### config.mk
export PLATFORM = sky130hd
export DESIGN_NAME = lcg_cfg
export DESIGN_NICKNAME = d
export VERILOG_FILES = /design/src/sv/lcg_pkg.sv /design/src/sv/lcg_cfg.sv
export SDC_FILE = /design/constraint.sdc
export NUM_CORES = 1
export LEC_CHECK = 0
export BUFFER_PORTS_ARGS = -buffer_cell sky130_fd_sc_hd__buf_2
export CAP_MARGIN = 20
export CORE_MARGIN = 1
export CORE_UTILIZATION = 33
export CTS_CLUSTER_SIZE = 28
export DETAILED_ROUTE_END_ITERATION = 12
export GPL_TIMING_DRIVEN = 0
export HOLD_SLACK_MARGIN = 0.05
export PLACE_DENSITY_LB_ADDON = 0.12
export SYNTH_ARGS = -nofsm -noshare
export SYNTH_HDL_FRONTEND = slang
export SYNTH_SLANG_ARGS = --single-unit
### constraint.sdc
create_clock -name clk -period 2.5 [get_ports clk]
set_input_delay 0.5 -clock clk [delete_from_list [all_inputs] [get_ports clk]]
set_output_delay 0.5 -clock clk [all_outputs]
set_load 0.005 [all_outputs]
### src/sv/lcg_pkg.sv
// ----------------------------------------------------------------------------
// lcg_pkg: shared types and constants of the color grading block
// field widths, arithmetic constants, register map and stage enables
// ----------------------------------------------------------------------------
package lcg_pkg;

  localparam int TABLE_SIDE_DEF = 512;

  localparam int CH_W    = 8;
  localparam int PCT_W   = 7;
  localparam int IDX_W   = 18;
  localparam int ENTRY_W = 3 * CH_W;
  localparam int IN_W    = 96;
  localparam int OUT_W   = 24;
  localparam int CFG_AW  = 3;
  localparam int CFG_DW  = 32;

  localparam logic [CFG_AW-1:0] REG_INTENSITY = 3'd0;

  localparam logic KIND_TABLE = 1'b0;
  localparam logic KIND_PIXEL = 1'b1;

  localparam logic [CH_W-1:0]  CH_MAX  = 8'd255;
  localparam logic [PCT_W-1:0] PCT_MAX = 7'd100;
  localparam logic [PCT_W-1:0] PCT_RST = 7'd100;

  // reciprocal multipliers, exact over the value ranges that occur
  localparam int DIV3_MUL   = 683;   // x/3   = (x*683)   >> 11, x < 2048
  localparam int DIV255_MUL = 32897; // x/255 = (x*32897) >> 23, x < 66052
  localparam int DIV100_MUL = 5243;  // x/100 = (x*5243)  >> 19, x < 43690

  // load enables of the channel pipeline stages
  typedef struct packed {
    logic s2;
    logic s3;
    logic s4;
    logic s5;
    logic s6;
  } stage_en_t;

endpackage

### src/sv/lcg_cfg.sv
// ----------------------------------------------------------------------------
// lcg_cfg: configuration register file
// apb write and read of the intensity register, clamped percent output
// ----------------------------------------------------------------------------
module lcg_cfg
  import lcg_pkg::*;
(
  input  logic              clk,
  input  logic              rst_n,
  input  logic              psel,
  input  logic              penable,
  input  logic              pwrite,
  input  logic [CFG_AW-1:0] paddr,
  input  logic [CFG_DW-1:0] pwdata,
  output logic [CFG_DW-1:0] prdata,
  output logic              pready,
  output logic [PCT_W-1:0]  pct
);

  logic [PCT_W-1:0] intensity_r;
  logic [PCT_W-1:0] intensity_nxt;
  logic             hit;

  // low address bits are ignored, so every byte of the word hits
  assign hit    = (paddr[CFG_AW-1:2] == REG_INTENSITY[CFG_AW-1:2]);
  assign pready = 1'b1;

  always_comb begin
    intensity_nxt = intensity_r;
    if (psel && penable && pwrite && hit) begin
      intensity_nxt = pwdata[PCT_W-1:0];
    end
  end

  always_ff @(posedge clk) begin
    if (!rst_n) begin
      intensity_r <= PCT_RST;
    end else begin
      intensity_r <= intensity_nxt;
    end
  end

  assign prdata = hit ? {{(CFG_DW-PCT_W){1'b0}}, intensity_r} : '0;
  assign pct    = (intensity_r > PCT_MAX) ? PCT_MAX : intensity_r;

endmodule

======== Word-level counts from Yosys, hierarchy flattened ========
Cells that the tools add are included.
storage, ports and cells
  bits of input ports ..................... 40
  output and inout bits ................... 40
  bits in registers ....................... 7
  logic and storage cells ................. 8
cells by class
  bitwise gates (word level) .............. 1
  mux-type cells .......................... 2
  reductions and logical operators ........ 3
  order comparisons ....................... 1
operators with widths
  kind                                                   count
  two-way mux 7 bit                                      2
  greater-than comparator 7 bit (second input constant)  1
  logical AND 1 bit                                      3
  inverter 1 bit                                         1

======== Longest topological paths before layout ========
Gate-level depths: netlist (run 1).
  depth in word-level cells ............... 3
  mapped depth ............................ 3
  mapped depth without buffers ............ 2

======== Worst setup path after synthesis (run 1) ========
Ideal clock, no wire load.
  path kind ............................... register to output
  start point ............................. register intensity_r[3]
  end point ............................... output port pct[0]
  arrival time ............................ 0.812 ns
  path buffers ............................ 0
  setup slack ............................. 1.188 ns
  stages on the path, launching flop included .. 3
  data required time ...................... 2.000 ns
  cell sequence ........................... dfxtp_1 > o311ai_0 > and2_1
between the ends
  word-level cells in the longest chain between the ends .. 2
ends and longest elaborated chain
  element                        RTL line       text
  start, declared                lcg_cfg.sv:20  logic [PCT_W-1:0] intensity_r;
  start signal, assigned         lcg_cfg.sv:39  intensity_r <= intensity_nxt;
  greater-than comparator 7 bit  lcg_cfg.sv:44  assign pct = (intensity_r > PCT_MAX) ? PCT_MAX : intensity_r;
  two-way mux 7 bit              lcg_cfg.sv:44
  end, declared                  lcg_cfg.sv:17  output logic [PCT_W-1:0] pct
No other way between the ends.

======== Worst setup path after layout (run 1) ========
Ends and elaborated chain as after synthesis.

==> summary.md, run 1 <==
| Metric | Value |
|---|---|
| Status | `finished clean` |
| Mapped Cells | `76` |
| Largest fanout on the critical path | `5` |
| Top-count cell post-synth | `buf_4` |
| Resize count post-CTS | `0` |
| Post-synth EDFFs | `0` |
| Max H-tree Level | `1` |
| Ranking of synthesized cells by area | `buf_4, dfxtp_1, mux2i_1` |
| Setup crit end kind | `output port` |
| Largest register by flop count | `intensity_r` |
| Skew-Pair Late Insertion Delay | `0.25 ns` |
| Num CTS Buffers | `3` |
| Startpoint types | `register` |
| R2r worst-path depth | `2` |
| Max FFs per register | `7` |
| RSZ-0062 raised after global routing | `false` |
| Hold Path Stages | `2` |
| Kind of critical path | `register to output port` |
| DRC viols | `0` |
| RePlAce Congestion | `approximately 0.68` |
| Leakage power | `just over 0.5 nW` |
| Crit share post-route | `0.699` |
| First DRT Iteration DRCs | `8` |
| First-pass GRT wire length | `approximately 1400 um` |
| DRT Wirelength | `about 1100 um` |
| Post-CTS Setup Inserts | `0` |
| Pre-antenna DRT Iters | `2` |
| CTS tree | `yes` |
| Critical Path AT | `1.25 ns` |
| Reg clk slew, reported paths | `approximately 0.050 ns` |
| Synth cell count leaders | `buf_4, nand2_1, and2b_2, dfxtp_1, mux2i_1` |
| Mean post-synth cell area | `8.20 um^2` |
| Sequential element share of the synthesized area | `0.225` |
| Netlist Area Pre-Place | `623 um^2` |
| Area Overhead vs Synth | `44.6%` |
| Hold_buf cts | `0` |
| CTS max path bufs | `2` |
| Yosys cell types | `14` |
| Multi-input gate area | `355 um^2` |
| Die Ht | `45.5 um` |
| Initial Util | `0.357` |
| # IOs | `80` |
| Most used flip-flop cell after synthesis | `dfxtp_1` |
| Num rows | `15` |
| Sequential Area | `140 um^2` |
| Clock Tree Root | `clkbuf_4` |
| ANT nets after route | `0` |
| DR vias/cell | `3.50` |
| Max VDD drop | `0.200 mV` |
| P per Cell Area | `roughly 330 nW/um^2` |
| GRT Resource Usage Total | `0.101` |
| Die width | `~45 um` |
| Top Registers | `intensity_r x7` |
| Synth area leader | `buf_4` |
| Vias in the first global route | `351` |
| Post-synthesis register bit count | `7` |
| HP Class | `register to register` |
| Final Max Tran Viols | `0` |
| TNS Setup | `0 ns` |
| Global route overflow | `0` |
| Clock sink count | `7` |
| Largest net degree at the start of global routing | `11` |
| I/O Buffers | `26` |
| Synthesis Warnings | `0` |
| Final setup fails | `0` |
| Final Skew | `0 ns` |
| Nets | `171` |
| Post-DP HPWL | `about 910 um` |
| Fmax | `roughly 570 MHz` |
| Power after layout | `0.293 mW` |
| Max Cap Violations | `0` |
| Final Hold Fails | `0` |
| Synth async-reset ratio | `0` |
| Fillers | `190` |
| Via count | `around 540` |
| Die area | `2070 um^2` |
| Final critical-path required period | `about 1.7 ns` |
| Initial antenna violation count | `0` |
| Post-synth top area share | `0.313` |
| Antenna cell count | `0` |
| Layout cell share with drive strength beyond 1 | `0.485` |
| Area of the core | `roughly 1700 um^2` |
| Routed WL per cell | `just under 7 um` |
| Worst EP required | `2.00 ns` |
per-stage QoR:
| stage | instances | worst slack (ns) | util | hold slack, ns | area [um^2] |
|---|---|---|---|---|---|
| floorplan | 100 | 1.19 | - | 0.439 | 713 |
| global placement | 151 | 0.993 | 0.501 | 0.452 | 875 |
| detailed placement | 151 | 0.988 | 0.501 | 0.471 | 875 |
| CTS | 155 | 0.713 | 0.516 | 0.478 | 901 |
| global route | 155 | 0.641 | 0.516 | 0.501 | 901 |
| finish | 155 | 0.754 | 0.516 | 0.472 | 901 |
critical path: stages, from the launching register on:
cell	delay (ns)
dfxtp_1	0.33
o311ai_0	0.38
and2_1	0.18
buf_2	0.11
worst paths after layout:
path	from	end	slack, ns
setup / recovery	intensity_r[3]	pct[0]	0.75
hold / removal	intensity_r[1]	intensity_r[1]	0.47
setup reg to reg	intensity_r[4]	intensity_r[4]	1.86
hold reg to reg	intensity_r[1]	intensity_r[1]	0.47
layer usage:
metal,GRT usage,wire length (um),up-vias
met5,0,0,-
met4,0.0727,25,0
met3,0.0357,110,4
met2,0.160,506,29
met1,0.111,436,218
li1,-,-,292
report_power, final:
group	switching (mW)	internal [mW]	total (mW)
combinational	0.0279	0.0460	0.0739
sequential	0.00245	0.114	0.117
clock	0.0418	0.0609	0.103
total	0.0722	0.221	0.293
placed cells by master (no fill, tap or decap):
cell type  synthesis  final
clkbuf_1           3      4
buf_2              0     26
mux2i_1            7      7
nor2_1             1      1
buf_6              1      1
buf_4             26     26
o311ai_0           1      1
nand2_1            9      9
conb_1             2     26
nor2b_1            6      6
and2b_2            7      7
and4b_1            1      1
dfxtp_1            7      7
clkbuf_4           0      3
o21bai_1           1      1
and2_1             4      4
layout make-up:
cell class	instances	share of cell area
sequential	7	0.156
clock buffer	4	0.0292
timing repair buffer	26	0.144
multi-input combinational	63	0.394
tap	25	0.0347
buffer	30	0.242
kinds of logic (layout without fill, tap and decap cells):
| kind of cell | Yosys count | after routing | share of synthesized area |
|---|---|---|---|
| muxes | 7 | 7 | 0.112 |
| AOI/OAI and AO/OA | 2 | 2 | 0.0261 |
| DFF | 7 | 7 | 0.225 |
| other | 2 | 26 | 0.0121 |
| buffers and inverters | 30 | 60 | 0.349 |
| and+or+nand+nor | 28 | 28 | 0.275 |
No activity file was read; power rests on OpenSTA's default activity.
==> inputs of run 2 (changes only) <==
--- a/config.mk
+++ b/config.mk
@@ -5,10 +5,12 @@
 export SDC_FILE = /design/constraint.sdc
 export NUM_CORES = 1
 export LEC_CHECK = 0
+export ABC_AREA = 1
 export BUFFER_PORTS_ARGS = -buffer_cell sky130_fd_sc_hd__buf_2
 export CAP_MARGIN = 20
+export CORE_ASPECT_RATIO = 0.6
 export CORE_MARGIN = 1
-export CORE_UTILIZATION = 33
+export CORE_UTILIZATION = 29
 export CTS_CLUSTER_SIZE = 28
 export DETAILED_ROUTE_END_ITERATION = 12
 export GPL_TIMING_DRIVEN = 0
==> constraint.sdc (replaced) <==
create_clock -name clk -period 1.6 [get_ports clk]
set_input_delay 0.32 -clock clk [delete_from_list [all_inputs] [get_ports clk]]
set_output_delay 0.32 -clock clk [all_outputs]
set_load 0.005 [all_outputs]
==> run 2 against run 1 <==
  * Clock skew is the same
  * Sequential cell count is the same
  * Critical path depth grew 1
  * First-iteration DRC count grew to 2.5 times the previous value
  * Largest power group is now the clock network
==> summary.md, run 2 <==
| Metric | Value |
|---|---|
| Status | `finished clean` |
| DRC viols | `0 (unchanged)` |
| Final Max Tran Viols | `0 (unchanged)` |
| # IOs | `80 (unchanged)` |
| Post-DP HPWL | `1160 um (+28%)` |
| Net Sw Frac | `0.261 (+0.0154)` |
| Sequential element share of the synthesized area | `0.217 (-0.00785)` |
| CTS tree | `yes` |
| Synthesis Warnings | `0 (unchanged)` |
| Startpoint types | `register` |
| Most frequent cells in the layout | `buf_4, conb_1, buf_2, nor2_1, nand2_1` |
| DRT Wirelength | `1330 um (+23%)` |
| Top Registers | `intensity_r x7` |
| Yosys cell types | `17 (+3)` |
| Synth async-reset ratio | `0 (unchanged)` |
| DR vias/cell | `3.39 (-3.2%)` |
| Buf/Inv on CP | `1 (unchanged)` |
| Area Overhead vs Synth | `45.7%` |
| Worst path slowest cell | `dfxtp_1` |
| Max H-tree Level | `1 (unchanged)` |
| Most used flip-flop cell after synthesis | `dfxtp_1` |
| I/O Buffers | `25 (-3.8%)` |
| Ranking of synthesized cells by area | `buf_4, dfxtp_1, nor2_1` |
| Post-synth EDFFs | `0 (unchanged)` |
| Vias in the first global route | `466 (+33%)` |
| Die area | `2430 um^2 (+17%)` |
| Layout cell share with drive strength beyond 1 | `0.416 (-0.0685)` |
| Crit path max-delay family | `flip-flops` |
| CTS max path bufs | `2 (unchanged)` |
| Die width | `62.9 um (+38%)` |
| Netlist Area Pre-Place | `646 um^2 (+3.6%)` |
| ANT nets after route | `0 (unchanged)` |
| Clock sink count | `7 (unchanged)` |
| Clock network power share | `0.426 (+0.076)` |
| Final Hold Fails | `0 (unchanged)` |
| Max FFs per register | `7 (unchanged)` |
| Initial antenna violation count | `0 (unchanged)` |
| First-pass GRT wire length | `1980 um (+38%)` |
| Final Skew | `0 ns (unchanged)` |
| Post-CTS Setup Inserts | `0 (unchanged)` |
| Global route overflow | `0 (unchanged)` |
| Synth area leader | `buf_4` |
| Synth cell count leaders | `buf_4, nor2_1, nand2_1, inv_1, dfxtp_1` |
| Area of the core | `1970 um^2 (+13%)` |
| Nets | `190 (+11%)` |
| Largest net degree at the start of global routing | `10 (-1)` |
| Critical Path AT | `1.11 ns (-0.14 ns)` |
| Final critical-path required period | `roughly 1.4 ns` |
| HP Class | `input port to register` |
| Switching power | `0.153 mW (+110%)` |
| Initial Util | `0.328 (-0.0287)` |
| Crit share post-route | `0.894` |
| Post-synthesis register bit count | `7 (unchanged)` |
| Worst EP required | `1.28 ns (-0.72 ns)` |
| Setup crit end kind | `output port` |
| Mean post-synth cell area | `6.73 um^2 (-18%)` |
| Post-synth top area share | `0.302 (-0.0109)` |
| RePlAce Congestion | `0.707 (+3.3%)` |
| Max Cap Violations | `0 (unchanged)` |
| Pre-antenna DRT Iters | `3 (+1)` |
| Largest register by flop count | `intensity_r` |
| GRT Resource Usage Total | `0.114 (+0.0123)` |
| Antenna cell count | `0 (unchanged)` |
| Largest fanout on the critical path | `5 (unchanged)` |
| Leakage power | `0.599 nW (+15%)` |
| First DRT Iteration DRCs | `20 (+12)` |
| Routed WL per cell | `7.51 um (+8.0%)` |
| TNS Setup | `0 ns (unchanged)` |
| Via count | `600 (+10%)` |
| Seq pwr share | `0.320 (-0.078)` |
| Num CTS Buffers | `3 (unchanged)` |
| Die Ht | `38.6 um (-15%)` |
| Reg clk slew, reported paths | `0.04 ns (about the same)` |
| Fmax | `699 MHz` |
| Mapped Cells | `96 (+26%)` |
| Layout Utilization | `0.478 (-0.0378)` |
| Top-count cell post-synth | `buf_4` |
| Resize count post-CTS | `0 (unchanged)` |
| Kind of critical path | `register to output port` |
| Internal power | `0.433 mW (+96%)` |
| Max VDD drop | `0.519 mV (+160%)` |
| Skew-Pair Late Insertion Delay | `0.22 ns (-0.03 ns)` |
| P per Cell Area | `623 nW/um^2 (+91%)` |
| Num rows | `12 (-3)` |
| Final setup fails | `0 (unchanged)` |
| Crit path largest cell delay | `0.33 ns (-0.05 ns)` |
| Combinational Power Share | `0.254 (+0.002)` |
| Hold_buf cts | `0 (unchanged)` |
| Worst path cell trace | `o21ai_1 > nand2_1 > a21oi_1 > buf_2` |
| RSZ-0062 raised after global routing | `false` |
| Clock Tree Root | `clkbuf_8` |
run 2: cells by family (layout without fill, tap and decap cells):
kind of cell | after synthesis | count (layout) | synth area share
flip-flops | 7 | 7 | 0.217
AO/OA/AOI/OAI | 5 | 5 | 0.0388
AND/OR/NAND/NOR | 42 | 42 | 0.333
other | 2 | 26 | 0.0116
buffers and inverters | 40 | 69 | 0.399
run 2: through the flow:
step,power (mW),hold slack (ns),instances,instance area (um^2),setup WS [ns]
global placement,0.336,0.479,173,896,0.452
detailed placement,0.337,0.507,173,896,0.423
global route,0.620,0.319,177,941,0.111
CTS,0.591,0.306,177,941,0.177
finish,0.586,0.312,177,941,0.170
floorplan,0.300,0.405,120,736,0.599
run 2: worst register-to-register path, stage by stage, from the launching register on:
cell and delay [ns]:
dfxtp_1 0.38, nor2_1 0.07, nor2_1 0.10
run 2: power groups by stage:
stage,clock [mW],sequential (mW),combinational [mW]
final,0.249,0.188,0.149
after floorplan,0,0.188,0.112
after detailed placement,0,0.191,0.147
after CTS,0.256,0.188,0.147
after global placement,0,0.190,0.146
after global routing,0.264,0.188,0.168
run 2: worst paths after layout:
path / endpoint / startpoint / slack, ns / depth (start not counted)
worst max-delay path: pct[3] / intensity_r[1] / 0.17 / 4
worst min-delay path: intensity_r[5] / pwdata[5] / 0.31 / 3
worst max register to register: intensity_r[0] / intensity_r[0] / 0.99 / 2
worst min register to register: intensity_r[5] / intensity_r[5] / 0.51 / 2
run 2: final cells by class:
type / instances / area [um^2]
sequential: 7 / 140
fill: 199 / 1030
inverter: 11 / 43.8
buffer: 29 / 214
multi-input combinational: 73 / 338
clock buffer: 4 / 45.0
tap: 28 / 35.0
timing repair buffer: 25 / 125
run 2: metal layers:
metal	GRT usage	vias to the layer above	share of wire
met2	0.175	34	0.38
li1	-	338	-
met1	0.135	228	0.49
met3	0.0536	0	0.13
met5	0	-	0
met4	0.0523	0	0
