`config.mk`:
```
export PLATFORM = sky130hd
export DESIGN_NAME = lcg_chan
export DESIGN_NICKNAME = d
export VERILOG_FILES = /design/src/sv/lcg_pkg.sv /design/src/sv/lcg_chan.sv
export SDC_FILE = /design/constraint.sdc
export NUM_CORES = 1
export LEC_CHECK = 0
export BUFFER_PORTS_ARGS = -buffer_cell sky130_fd_sc_hd__buf_2
export CAP_MARGIN = 20
export CORE_MARGIN = 2
export CORE_UTILIZATION = 47
export CTS_CLUSTER_SIZE = 28
export DETAILED_ROUTE_END_ITERATION = 10
export GPL_TIMING_DRIVEN = 0
export PLACE_DENSITY = 0.6
export REMOVE_ABC_BUFFERS = 1
export SYNTH_ARGS = -nofsm -noshare
export SYNTH_HDL_FRONTEND = slang
export SYNTH_SLANG_ARGS = --single-unit
```
`constraint.sdc`:
```
create_clock -name clk -period 18 [get_ports clk]
set_clock_uncertainty 0.05 [all_clocks]
set_input_delay 0 -clock clk [delete_from_list [all_inputs] [get_ports clk]]
set_output_delay 0 -clock clk [all_outputs]
set_load 0.03 [all_outputs]
```
`src/sv/lcg_pkg.sv`:
```
// ----------------------------------------------------------------------------
// lcg_pkg: shared types and constants of the color grading block
// field widths, arithmetic constants, register map and stage enables
// ----------------------------------------------------------------------------
package lcg_pkg;

  localparam int TABLE_SIDE_DEF = 512;

  localparam int CH_W    = 8;
  localparam int PCT_W   = 7;
  localparam int IDX_W   = 18;
  localparam int ENTRY_W = 3 * CH_W;
  localparam int IN_W    = 96;
  localparam int OUT_W   = 24;
  localparam int CFG_AW  = 3;
  localparam int CFG_DW  = 32;

  localparam logic [CFG_AW-1:0] REG_INTENSITY = 3'd0;

  localparam logic KIND_TABLE = 1'b0;
  localparam logic KIND_PIXEL = 1'b1;

  localparam logic [CH_W-1:0]  CH_MAX  = 8'd255;
  localparam logic [PCT_W-1:0] PCT_MAX = 7'd100;
  localparam logic [PCT_W-1:0] PCT_RST = 7'd100;

  // reciprocal multipliers, exact over the value ranges that occur
  localparam int DIV3_MUL   = 683;   // x/3   = (x*683)   >> 11, x < 2048
  localparam int DIV255_MUL = 32897; // x/255 = (x*32897) >> 23, x < 66052
  localparam int DIV100_MUL = 5243;  // x/100 = (x*5243)  >> 19, x < 43690

  // load enables of the channel pipeline stages
  typedef struct packed {
    logic s2;
    logic s3;
    logic s4;
    logic s5;
    logic s6;
  } stage_en_t;

endpackage

```
`src/sv/lcg_chan.sv`:
```
// ----------------------------------------------------------------------------
// lcg_chan: one color channel of the blend pipeline
// alpha blend, divide by 255, percent mix, divide by 100 over five stages
// ----------------------------------------------------------------------------
module lcg_chan
  import lcg_pkg::*;
(
  input  logic             clk,
  input  stage_en_t        en,
  input  logic [CH_W-1:0]  src,
  input  logic [CH_W-1:0]  lut,
  input  logic [CH_W-1:0]  alpha,
  input  logic [PCT_W-1:0] pct,
  output logic [CH_W-1:0]  result
);

  logic [CH_W-1:0]  src2_r, lut2_r;
  logic [15:0]      p3_r;
  logic [CH_W-1:0]  src3_r;
  logic [CH_W-1:0]  g4_r, src4_r;
  logic [14:0]      m5_r;
  logic [CH_W-1:0]  out6_r;

  logic [CH_W-1:0]  inv_alpha;
  logic [PCT_W-1:0] inv_pct;
  logic [15:0]      p3_nxt;
  logic [31:0]      div255;
  logic [14:0]      m5_nxt;
  logic [27:0]      div100;

  assign inv_alpha = CH_MAX - alpha;
  assign inv_pct   = PCT_MAX - pct;

  // max 255*255, fits 16 bits
  assign p3_nxt = 16'(src2_r) * 16'(inv_alpha) + 16'(lut2_r) * 16'(alpha);
  assign div255 = 32'(p3_r) * 32'(DIV255_MUL);
  // max 255*100, fits 15 bits
  assign m5_nxt = 15'(g4_r) * 15'(pct) + 15'(src4_r) * 15'(inv_pct);
  assign div100 = 28'(m5_r) * 28'(DIV100_MUL);

  always_ff @(posedge clk) begin
    if (en.s2) begin
      src2_r <= src;
      lut2_r <= lut;
    end
    if (en.s3) begin
      p3_r   <= p3_nxt;
      src3_r <= src2_r;
    end
    if (en.s4) begin
      g4_r   <= div255[30:23];
      src4_r <= src3_r;
    end
    if (en.s5) begin
      m5_r <= m5_nxt;
    end
    if (en.s6) begin
      out6_r <= div100[26:19];
    end
  end

  assign result = out6_r;

endmodule

```
**After elaboration in Yosys (flattened, before gate mapping)**

Cells that the tools add are included.

- Register bits after elaboration: 79
- Bits of input ports: 37
- Output and inout port bits: 8
- Word-level logic and storage cells: 18

- Add/subtract/negate cells: 4
- Multipliers: 6

Operators by type and width:

| operator | count |
|---|---|
| $mul A8 B8 Y16 | 2 |
| $mul A16 B16 Y31 const B | 1 |
| $mul A8 B7 Y15 | 2 |
| $mul A15 B13 Y27 const B | 1 |
| $add A16 B16 Y16 | 1 |
| $add A15 B15 Y15 | 1 |
| $sub A8 B8 Y8 const A | 1 |
| $sub A7 B7 Y7 const A | 1 |

**Depth between registers and ports, before layout**

Gate-level depths: netlist (run 1).

- Word-level depth: 3
- Gate-level depth with buffers: 26
- Depth with buffers taken out: 25

**Worst setup path before layout (run 1)**

OpenSTA, ideal clock, no wires.

- Path kind: input to register
- Start point: input pct[0]
- End point: register m5_r[12], data pin
- Setup time: 262 ps
- Arrival time: 5397 ps
- Data required time: 17688 ps
- Setup slack: 12290 ps
- Stages on the path: 24
- Buffers on the path: 1
- Cells stage by stage: clkbuf_1 inv_1 ha_1 inv_1 a21oi_1 nand2b_1 nand2_1 xor2_1 nand2_1 fa_1 fa_1 inv_1 fa_1 fa_1 fa_1 inv_1 fa_1 inv_1 ha_1 a21o_1 a31o_2 a41oi_1 a21oi_1 xor2_1

- Word-level cells in the longest chain between the ends: 3
- Elaborated cells between the ends (all ways): 4
- Classes of those cells: add/sub (2); mul (2)

Ends and longest elaborated chain:

| element | line | text |
|---|---|---|
| from (decl) | lcg_chan.sv:13 | `input logic [PCT_W-1:0] pct,` |
| $sub A7 B7 Y7 | lcg_chan.sv:32 | `assign inv_pct = PCT_MAX - pct;` |
| $mul A8 B7 Y15 | lcg_chan.sv:38 | `assign m5_nxt = 15'(g4_r) * 15'(pct) + 15'(src4_r) * 15'(inv_pct);` |
| $add A15 B15 Y15 * | lcg_chan.sv:38 |  |
| net m5_nxt[12] | lcg_chan.sv:28 | `logic [14:0] m5_nxt;` |
| to (signal assigned) | lcg_chan.sv:55 | `m5_r <= m5_nxt;` |
| to (decl) | lcg_chan.sv:21 | `logic [14:0] m5_r;` |

Mark *: on every way through the listed nets, which the timed path passes. The rest lies on a longest branch.
A chain may end at the register's enable or synchronous reset.

**Worst setup path after layout (run 1)**

- Start point: input pct[0]
- End point: register m5_r[14], data pin

The elaborated chain is that of the path after synthesis.

==> flow_summary.json, run 1 <==
{
  "status": "completed",
  "maxCapViolCount": 0,
  "max_freq_ghz": 0.1681,
  "cts_max_level": 3,
  "avgViaCountPerCell": 5.077,
  "cp-end-kind": "register",
  "syn_area_per_cell_um2": 10.29,
  "die_x_um": 183.9,
  "nNetsFinal": 2099,
  "fin_crit_sh": 0.3306,
  "cts_buffers": 9,
  "crit_fanout": 18,
  "synth_cell_types": 43,
  "portBuffers": 44,
  "synth_fa_ha_area_frac": 0.5547,
  "num_rows": 65,
  "seqCellArea_mm2": 0.002372,
  "wl_um": 30470,
  "hold_viol": 0,
  "fp.dieH_um": 183.9,
  "setup_viol": 0,
  "dr.pass1.iters": 5,
  "synth-xor-area-share": 0.02879,
  "start_kind": "primary input",
  "gr-total-overflow": 0,
  "worst_slew_pin_slew_ps": 687.1,
  "cp.arrival_ps": 6130,
  "slowest_delay_ps": 570,
  "final.min_clock_period_ps": 5950,
  "synth-main-ff-cell": "edfxtp_1",
  "multi_input_area_mm2": 0.01141,
  "crit_path_cell_trace": "buf_2 -> inv_1 -> ha_1 -> inv_1 -> a21oi_1 -> nand2b_1 -> nand2_1 -> xor2_1 -> nand2_1 -> fa_1 -> fa_1 -> inv_1 -> fa_1 -> fa_1 -> fa_1 -> inv_1 -> fa_1 -> inv_1 -> ha_1 -> a21o_1 -> a31oi_1 -> o21ai_0 -> a2111o_1 -> nand3_1",
  "hpwlAfterDp_um": 25220,
  "synth_cells": 1479,
  "antenna_found_initial": 1,
  "clockBufferDepth": 2,
  "design.core.area_mm2": 0.03172,
  "ys_ff_latch": 79,
  "filler_cell_count": 2940,
  "drc": 0,
  "numClockSinks": 79,
  "hold_path_class": "primary input to register",
  "grt_pass1_wl_um": 52220,
  "yosysWarnings": 0,
  "path_common_cell": "fa_1",
  "cts.clk_slew.worst_paths_ps": 70,
  "crit_required_ps": 18180,
  "syn_to_final_growth_pct": 7.492,
  "drt-initial-drc-count": 419,
  "syn_area_mm2": 0.01521,
  "synth_async_sr_flop_share": 0,
  "grt_use_total": 0.1978,
  "start_util": 0.4796,
  "final_layout_size_suffix_gt1_frac": 0.04226,
  "cpMaxStageDelayCell": "fa_1",
  "clk_latency_ps": 360,
  "relSlewSlack": 0.5404,
  "cts_hold_buffers": 17,
  "synth_compound_area_frac": 0.04811,
  "setup.worst_path.class": "primary input to register",
  "routabilityCongestion": 0.7828,
  "antenna_cells": 0,
  "final-max-slew-violation-count": 0,
  "rsz0062_at_grt": "no",
  "clockRootBuffer": "clkbuf_16",
  "ant_nets": 0,
  "die_area_mm2": 0.03382,
  "grt_pass1_vias": 10470,
  "grt_max_degree": 25,
  "synth_edf_count": 79,
  "pin_count": 45,
  "wl_per_cell_um": 15.71,
  "vias": 9850,
  "muxShareOfSynthArea": 0.0007402,
  "seq_area_frac_synth": 0.1559,
  "post_cts_buffers": 0,
  "cts_resized": 0,
  "synth_top_family_by_area": "adder cells",
  "cts_tree": "built",
  "tns_ps": 0,
  "yosys.area_share.simple": 0.1173
}
## logic make-up (layout without fill, tap and decap cells)
group	count (synthesis)	in the layout
flops	79	79
simple gates	325	325
xor+xnor	50	50
other cells	1	1
mux	1	1
fa+ha+maj	528	528
buf+inv	382	441
compound gates	113	113
## cells in the mapped netlist, types with 3 or more instances
cell | number | area, µm²
nor3_1 | 9 | 45.04
clkbuf_1 | 17 | 63.81
o31ai_1 | 4 | 30.03
a211oi_1 | 7 | 52.55
xnor2_1 | 34 | 297.8
nor2_1 | 15 | 56.30
inv_1 | 365 | 1370
ha_1 | 284 | 3553
nand2_1 | 77 | 289.0
nor2b_1 | 41 | 256.5
a2111o_1 | 3 | 33.78
edfxtp_1 | 79 | 2372
o21ai_1 | 3 | 15.01
o21bai_1 | 8 | 60.06
and2_1 | 107 | 669.4
o21ai_0 | 16 | 80.08
fa_1 | 244 | 4885
nand4_1 | 7 | 43.79
nand3_1 | 19 | 95.09
a21oi_1 | 40 | 200.2
and3_1 | 3 | 18.77
or3_1 | 5 | 31.28
nand2b_1 | 36 | 225.2
a21o_1 | 15 | 112.6
a41oi_1 | 3 | 26.28
xor2_1 | 16 | 140.1
## metrics by stage
stage          hold slack [ps]  setup slack, ps  instance area (µm²)  cells    util
2_1_floorplan            48.87            12490                15150   1462       -
3_3_place_gp             127.9            11700                15870   1908  0.5004
3_5_place_dp             128.7            11620                15870   1908  0.5004
4_1_cts                  9.107            12000                16350   1940  0.5156
5_1_grt                  27.15            11570                16350   1940  0.5156
6_report                 17.67            12050                16350   1940  0.5156
## cells in the final DEF, fill, tap and decap left out, drive strengths merged, types with 4 or more instances in the layout
master / instances
a211oi: 8
a21o: 15
a21oi: 40
and2: 107
buf: 44
clkbuf: 9
dlygate4sd3: 17
edfxtp: 79
fa: 244
ha: 284
inv: 366
nand2: 77
nand2b: 36
nand3: 19
nand4: 7
nor2: 15
nor2b: 41
nor3: 10
o21ai: 19
o21bai: 8
o31ai: 4
or3: 5
xnor2: 34
xor2: 16
## sequential cells by signal, indices dropped and copies added, names as in the netlist
register and cells:
src4_r 8, g4_r 8, p3_r 16, src2_r 8
lut2_r 8, m5_r 15, result 8, src3_r 8
## path summary, 6_finish.rpt
| check | start | endpoint | slack [ps] | depth (start not counted) |
|---|---|---|---|---|
| min reg2reg | src3_r[6]$_DFFE_PP_ | src4_r[6]$_DFFE_PP_ | 360 | 0 |
| max reg2reg | g4_r[0]$_DFFE_PP_ | m5_r[11]$_DFFE_PP_ | 12100 | 17 |
| min | en[1] | m5_r[2]$_DFFE_PP_ | 20 | 1 |
| max | pct[0] | m5_r[14]$_DFFE_PP_ | 12050 | 24 |
## layout make-up
cell class,count,share of cell area
Clock buffer,9,0.01377
Timing Repair Buffer,61,0.02387
Sequential cell,79,0.1451
Multi-Input combinational cell,1018,0.6976
Tap cell,402,0.03076
Clock inverter,6,0.005203
Inverter,365,0.08378
## metal layers
metal / up-vias / global-route usage / part of all wire
met5: - / 0 / 0.00039
met3: 29 / 0.02496 / 0.024
li1: 4757 / - / -
met2: 90 / 0.3413 / 0.50
met4: 2 / 0.04192 / 0.014
met1: 4972 / 0.2677 / 0.46
## worst max-delay path: cells and delay by family
kind	cells	cell delay [ps]
buffers and inverters	6	500
adder cells (fa/ha/maj)	8	3580
AO/OA/AOI/OAI	5	1190
XOR/XNOR	1	460
AND/OR/NAND/NOR	4	390
Power of run 1 is not shown: default switching activity piles up to over one toggle a cycle in this logic, so the estimate is an artifact.
==> inputs of run 2 (changes only) <==
clock period = 6.08 ns   (was 18 ns; I/O delays follow)
==> flow_summary.json, run 2 (synthesis results as in run 1) <==
{
  "rsz0062_at_grt": "no",
  "setup.worst_path.class": "primary input to register",
  "grt_max_degree": 25,
  "gr-total-overflow": 0,
  "nNetsFinal": 2107,
  "clockBufferDepth": 2,
  "post_dp_cell_area_mm2": 0.01587,
  "instances_no_fill": 1948,
  "hold_path_class": "primary input to register",
  "status": "completed",
  "largest_registers": "p3_r x16, m5_r x15",
  "timing.rr.end": "p3_r[13]$_DFFE_PP_",
  "largest_reg_flops": 16,
  "antenna_found_initial": 1,
  "grt_use_total": 0.1978,
  "avgViaCountPerCell": 5.082,
  "portBuffers": 44,
  "grt_pass1_vias": 10470,
  "hold_viol": 0,
  "slowest_delay_ps": 570,
  "die_area_mm2": 0.03382,
  "crit_fanout": 18,
  "grt_pass1_wl_um": 52220,
  "die_x_um": 183.9,
  "final_layout_size_suffix_gt1_frac": 0.05175,
  "placed_cells": 1908,
  "numClockSinks": 79,
  "cts_max_level": 3,
  "syn_to_final_growth_pct": 8.257,
  "final.min_clock_period_ps": 5729,
  "dr.pass1.iters": 5,
  "cts_tree": "built",
  "fin_crit_sh": 0.9422,
  "pin_count": 45,
  "ff2ff_path_depth": 16,
  "cts_buffers": 9,
  "wl_um": 30580,
  "cp.arrival_ps": 5770,
  "clockRootBuffer": "clkbuf_16",
  "r2r_slack_ps": 350,
  "cts.clk_slew.worst_paths_ps": 70,
  "tns_ps": 0,
  "hold_depth": 1,
  "drt-initial-drc-count": 375,
  "relSlewSlack": 0.5707,
  "crit_required_ps": 6120,
  "cp-end-kind": "register",
  "final_cell_mix": "inv_1, ha_1, fa_1",
  "clk_latency_ps": 360,
  "fp.dieH_um": 183.9,
  "design.core.area_mm2": 0.03172,
  "hp-start": "en[1]",
  "routabilityCongestion": 0.7828,
  "antenna_cells": 0,
  "hpwlAfterDp_um": 25220,
  "start_util": 0.4796,
  "fin_area_mm2": 0.01647,
  "maxCapViolCount": 0,
  "largest-register": "p3_r",
  "ant_nets": 0,
  "setup_viol": 0,
  "min_to": "m5_r[2]$_DFFE_PP_",
  "start_kind": "primary input",
  "final-max-slew-violation-count": 0,
  "vias": 9899,
  "reg2reg_from": "src2_r[6]$_DFFE_PP_",
  "path_common_cell": "fa_1",
  "max_freq_ghz": 0.1746,
  "drc": 0,
  "cpMaxStageDelayCell": "fa_1",
  "layout_commonest_cell": "inv_1",
  "worst_slew_pin_slew_ps": 644.0,
  "num_rows": 65,
  "wl_per_cell_um": 15.70,
  "crit_path_cell_trace": "buf_2 -> inv_1 -> ha_1 -> inv_1 -> a21oi_2 -> nand2b_1 -> nand2_1 -> xor2_4 -> nand2_1 -> fa_1 -> fa_1 -> inv_1 -> fa_1 -> fa_1 -> fa_1 -> inv_1 -> fa_1 -> inv_1 -> ha_1 -> a21o_1 -> a31o_2 -> a41oi_1 -> a21oi_1 -> xor2_1"
}
[run 2: cell types whose count changed in the layout (fill, tap and decap cells not counted), sizes merged]
cell | previous run | this run
buf | 44 | 52
[run 2: how the worst max path moves through the flow]
| stage | slack [ps] | depth (start not counted) | startpoint | end |
|---|---|---|---|---|
| after CTS | 80 | 22 | pct[0] | m5_r[14]$_DFFE_PP_ |
| after global routing | 8 | 24 | pct[0] | m5_r[14]$_DFFE_PP_ |
| after detailed placement | -300 | 22 | pct[0] | m5_r[14]$_DFFE_PP_ |
| final | 350 | 24 | pct[0] | m5_r[12]$_DFFE_PP_ |
| after floorplan | 570 | 23 | pct[0] | m5_r[12]$_DFFE_PP_ |
| after global placement | -220 | 22 | pct[0] | m5_r[14]$_DFFE_PP_ |
[run 2: per-layer routing]
metal | vias up | wire (µm) | global-route usage | share of wire
li1 | 4771 | - | - | -
met1 | 5015 | 14140 | 0.2677 | 0.46
met2 | 85 | 15340 | 0.3413 | 0.50
met3 | 26 | 649 | 0.02496 | 0.021
met4 | 2 | 439 | 0.04192 | 0.014
met5 | - | 12 | 0 | 0.00039
[run 2: area by class of cell]
type                       instances  area, µm²
timing repair buffer              69      450.4
multi-input combinational       1018      11460
inverter                         365       1370
sequential                        79       2372
clock inverter                     6      85.08
fill                            2932      15250
clock buffer                       9      225.2
tap                              402      503.0
[run 2: worst max-delay path, delay by kind of cell]
kind                     cells  cell delay [ps]
AO/OA/AOI/OAI                5              950
XOR/XNOR                     2              350
adder cells (fa/ha/maj)      8             3600
buffers and inverters        6              520
AND/OR/NAND/NOR              3              320
[run 2: repair_timing]
action | CTS | global route
setup endpoints to repair | 0 | 7
buffers inserted | 0 | 8
endpoints found under the hold margin | 24 | 0
hold buffers | 17 | 0
gates resized for setup | 0 | 10
[run 2: per-stage QoR]
| step | utilization | setup slack, ps | hold WS (ps) |
|---|---|---|---|
| finish | 0.5193 | 351.3 | 14.30 |
| global route | 0.5193 | 8.026 | 27.15 |
| CTS | 0.5156 | 80.06 | 9.107 |
| detailed placement | 0.5004 | -302.2 | 128.7 |
| global placement | 0.5004 | -218.4 | 127.9 |
| floorplan | - | 571.5 | 48.87 |
Power of run 2 is left out for the same reason.
==> inputs of run 3 (changes only) <==
ABC_AREA = 1   (was not set)
MAX_ROUTING_LAYER = met4   (was not set)
==> flow_summary.json, run 3 <==
{
  "grt.busiest_layer": "met2",
  "seq_area_frac_synth": 0.1442,
  "hold_depth": 1,
  "seqCellArea_mm2": 0.002372,
  "ys_ff_latch": 79,
  "grt_use_met1": 0.2820,
  "setup_viol": 0,
  "start_util": 0.4764,
  "clk_latency_ps": 360,
  "clockRootBuffer": "clkbuf_16",
  "yosysMostFrequentCell": "inv_1",
  "synth_async_sr_flop_share": 0,
  "fin_crit_sh": 0.9339,
  "timing.rr.end": "m5_r[14]$_DFFE_PP_",
  "cp.arrival_ps": 5740,
  "synth_area_leader_cell": "fa_1",
  "final_layout_size_suffix_gt1_frac": 0.03605,
  "r2r_slack_ps": 480,
  "ant_nets": 0,
  "final_cell_mix": "inv_1, nand2_1, ha_1",
  "syn_area_mm2": 0.01646,
  "drc": 0,
  "routabilityCongestion": 0.8921,
  "die_x_um": 191.1,
  "wl_per_cell_um": 14.53,
  "hold_viol": 0,
  "hpwlAfterDp_um": 30920,
  "die_area_mm2": 0.03652,
  "grt_use_total": 0.2155,
  "antenna_found_initial": 1,
  "nNetsFinal": 2557,
  "synth.area.top_cells": "fa_1, ha_1, edfxtp_1",
  "min_to": "m5_r[2]$_DFFE_PP_",
  "syn_to_final_growth_pct": 7.078,
  "setup.worst_path.class": "primary input to register",
  "clockBufferDepth": 2,
  "wl_um": 35650,
  "ys_top_cells_by_count": "inv_1, nand2_1, ha_1",
  "gr-total-overflow": 0,
  "cts_max_level": 3,
  "cp-end-kind": "register",
  "grt_max_degree": 25,
  "max_freq_ghz": 0.1761,
  "filler_cell_count": 3336,
  "maxCapViolCount": 0,
  "grt_pass1_vias": 12410,
  "synth_cell_types": 39,
  "fp.dieH_um": 191.1,
  "final.min_clock_period_ps": 5678,
  "portBuffers": 44,
  "cts_tree": "built",
  "largest_reg_flops": 16,
  "crit_fanout": 17,
  "cts_hold_buffers": 17,
  "dr.pass1.iters": 6,
  "largest-register": "p3_r",
  "numClockSinks": 79,
  "syn_area_per_cell_um2": 8.461,
  "vias": 12010,
  "reg2reg_from": "g4_r[1]$_DFFE_PP_",
  "cts.clk_slew.worst_paths_ps": 70,
  "relSlewSlack": 0.5701,
  "rsz0062_at_grt": "no",
  "avgViaCountPerCell": 4.894,
  "post_cts_buffers": 0,
  "utilization": 0.5101,
  "crit_required_ps": 6140,
  "synth-main-ff-cell": "edfxtp_1",
  "worst_slew_pin_slew_ps": 644.9,
  "multi_input_area_mm2": 0.01194,
  "tns_ps": 0,
  "synth_edf_count": 79,
  "design.core.area_mm2": 0.03454,
  "largest_registers": "p3_r x16, m5_r x15",
  "ff2ff_path_depth": 16,
  "use_met3": 0.02019,
  "layout_commonest_cell": "inv_1",
  "status": "completed",
  "num_rows": 68,
  "cts_resized": 0,
  "start_kind": "primary input",
  "synth_top_area_frac": 0.2968,
  "synth_cells": 1945,
  "hp-start": "en[1]",
  "drt-initial-drc-count": 630,
  "grt_pass1_wl_um": 60640,
  "yosysWarnings": 0,
  "pin_count": 45,
  "hold_path_class": "primary input to register",
  "grt_use_met2": 0.3658,
  "final-max-slew-violation-count": 0,
  "cts_buffers": 9
}
## run 3: cell types whose count changed in the layout (fill, tap and decap cells not counted), moves of 21 or more
cell	delta
inv_1	+169
nor2_1	+127
a21oi_1	+21
nand3_1	+33
nand2_1	+317
nand2b_1	-36
and2_1	-106
nor2b_1	-41
## run 3: cell type report
cell class	instances	share of cell area
Antenna cell	1	0.0001420
Clock buffer	9	0.01278
Clock inverter	7	0.006107
Inverter	537	0.1145
Multi-Input combinational cell	1304	0.6773
Sequential cell	79	0.1346
Tap cell	455	0.03231
Timing Repair Buffer	61	0.02215
## run 3: layer usage
metal,up-vias,share of wire
li1,5965,-
met2,236,0.50
met5,-,0
met1,5776,0.45
met4,0,0.014
met3,29,0.038
## run 3: how the worst max path moves through the flow
stage | from | to | slack [ps] | depth (start not counted)
global placement | pct[0] | m5_r[14]$_DFFE_PP_ | 90 | 23
floorplan | pct[0] | m5_r[14]$_DFFE_PP_ | 780 | 22
finish | pct[0] | m5_r[14]$_DFFE_PP_ | 400 | 23
CTS | pct[0] | m5_r[14]$_DFFE_PP_ | 380 | 23
detailed placement | pct[0] | m5_r[14]$_DFFE_PP_ | 0.06 | 23
global route | pct[0] | m5_r[14]$_DFFE_PP_ | 80 | 25
## run 3: cells by family (layout without fill, tap and decap cells)
family,after synthesis,in the layout,share of synthesized area
adder cells (fa/ha/maj),528,528,0.5128
AND/OR/NAND/NOR,625,625,0.1520
other,1,2,0.0002279
XOR/XNOR,35,35,0.02068
buffers and inverters,562,614,0.1305
flip-flops,79,79,0.1442
AO/OA/AOI/OAI,115,115,0.03961
## run 3: critical path, cell delays in order
cell and delay [ps]:
buf_2 300, inv_2 90, ha_1 220, or2_4 270, nand2_4 80, o21ai_4 70, xnor2_4 180, or2_1 250
fa_1 460, fa_1 490, inv_1 50, fa_1 400, fa_1 510, fa_1 550, inv_1 60, fa_1 520
inv_1 40, ha_1 330, a21o_1 230, a21oi_1 250, o21bai_1 130, o21ai_0 160, nand2_1 70
## run 3: stage by stage
step | hold WS, ps | std cells | worst slack (ps) | area (µm²)
global route | 36.00 | 2453 | 75.44 | 17620
finish | 17.97 | 2453 | 402.2 | 17620
CTS | 17.48 | 2452 | 379.2 | 17620
floorplan | 48.87 | 1920 | 780.8 | 16330
detailed placement | 128.1 | 2419 | 0.05640 | 17120
global placement | 128.4 | 2419 | 90.08 | 17120
Power of run 3 is left out for the same reason.
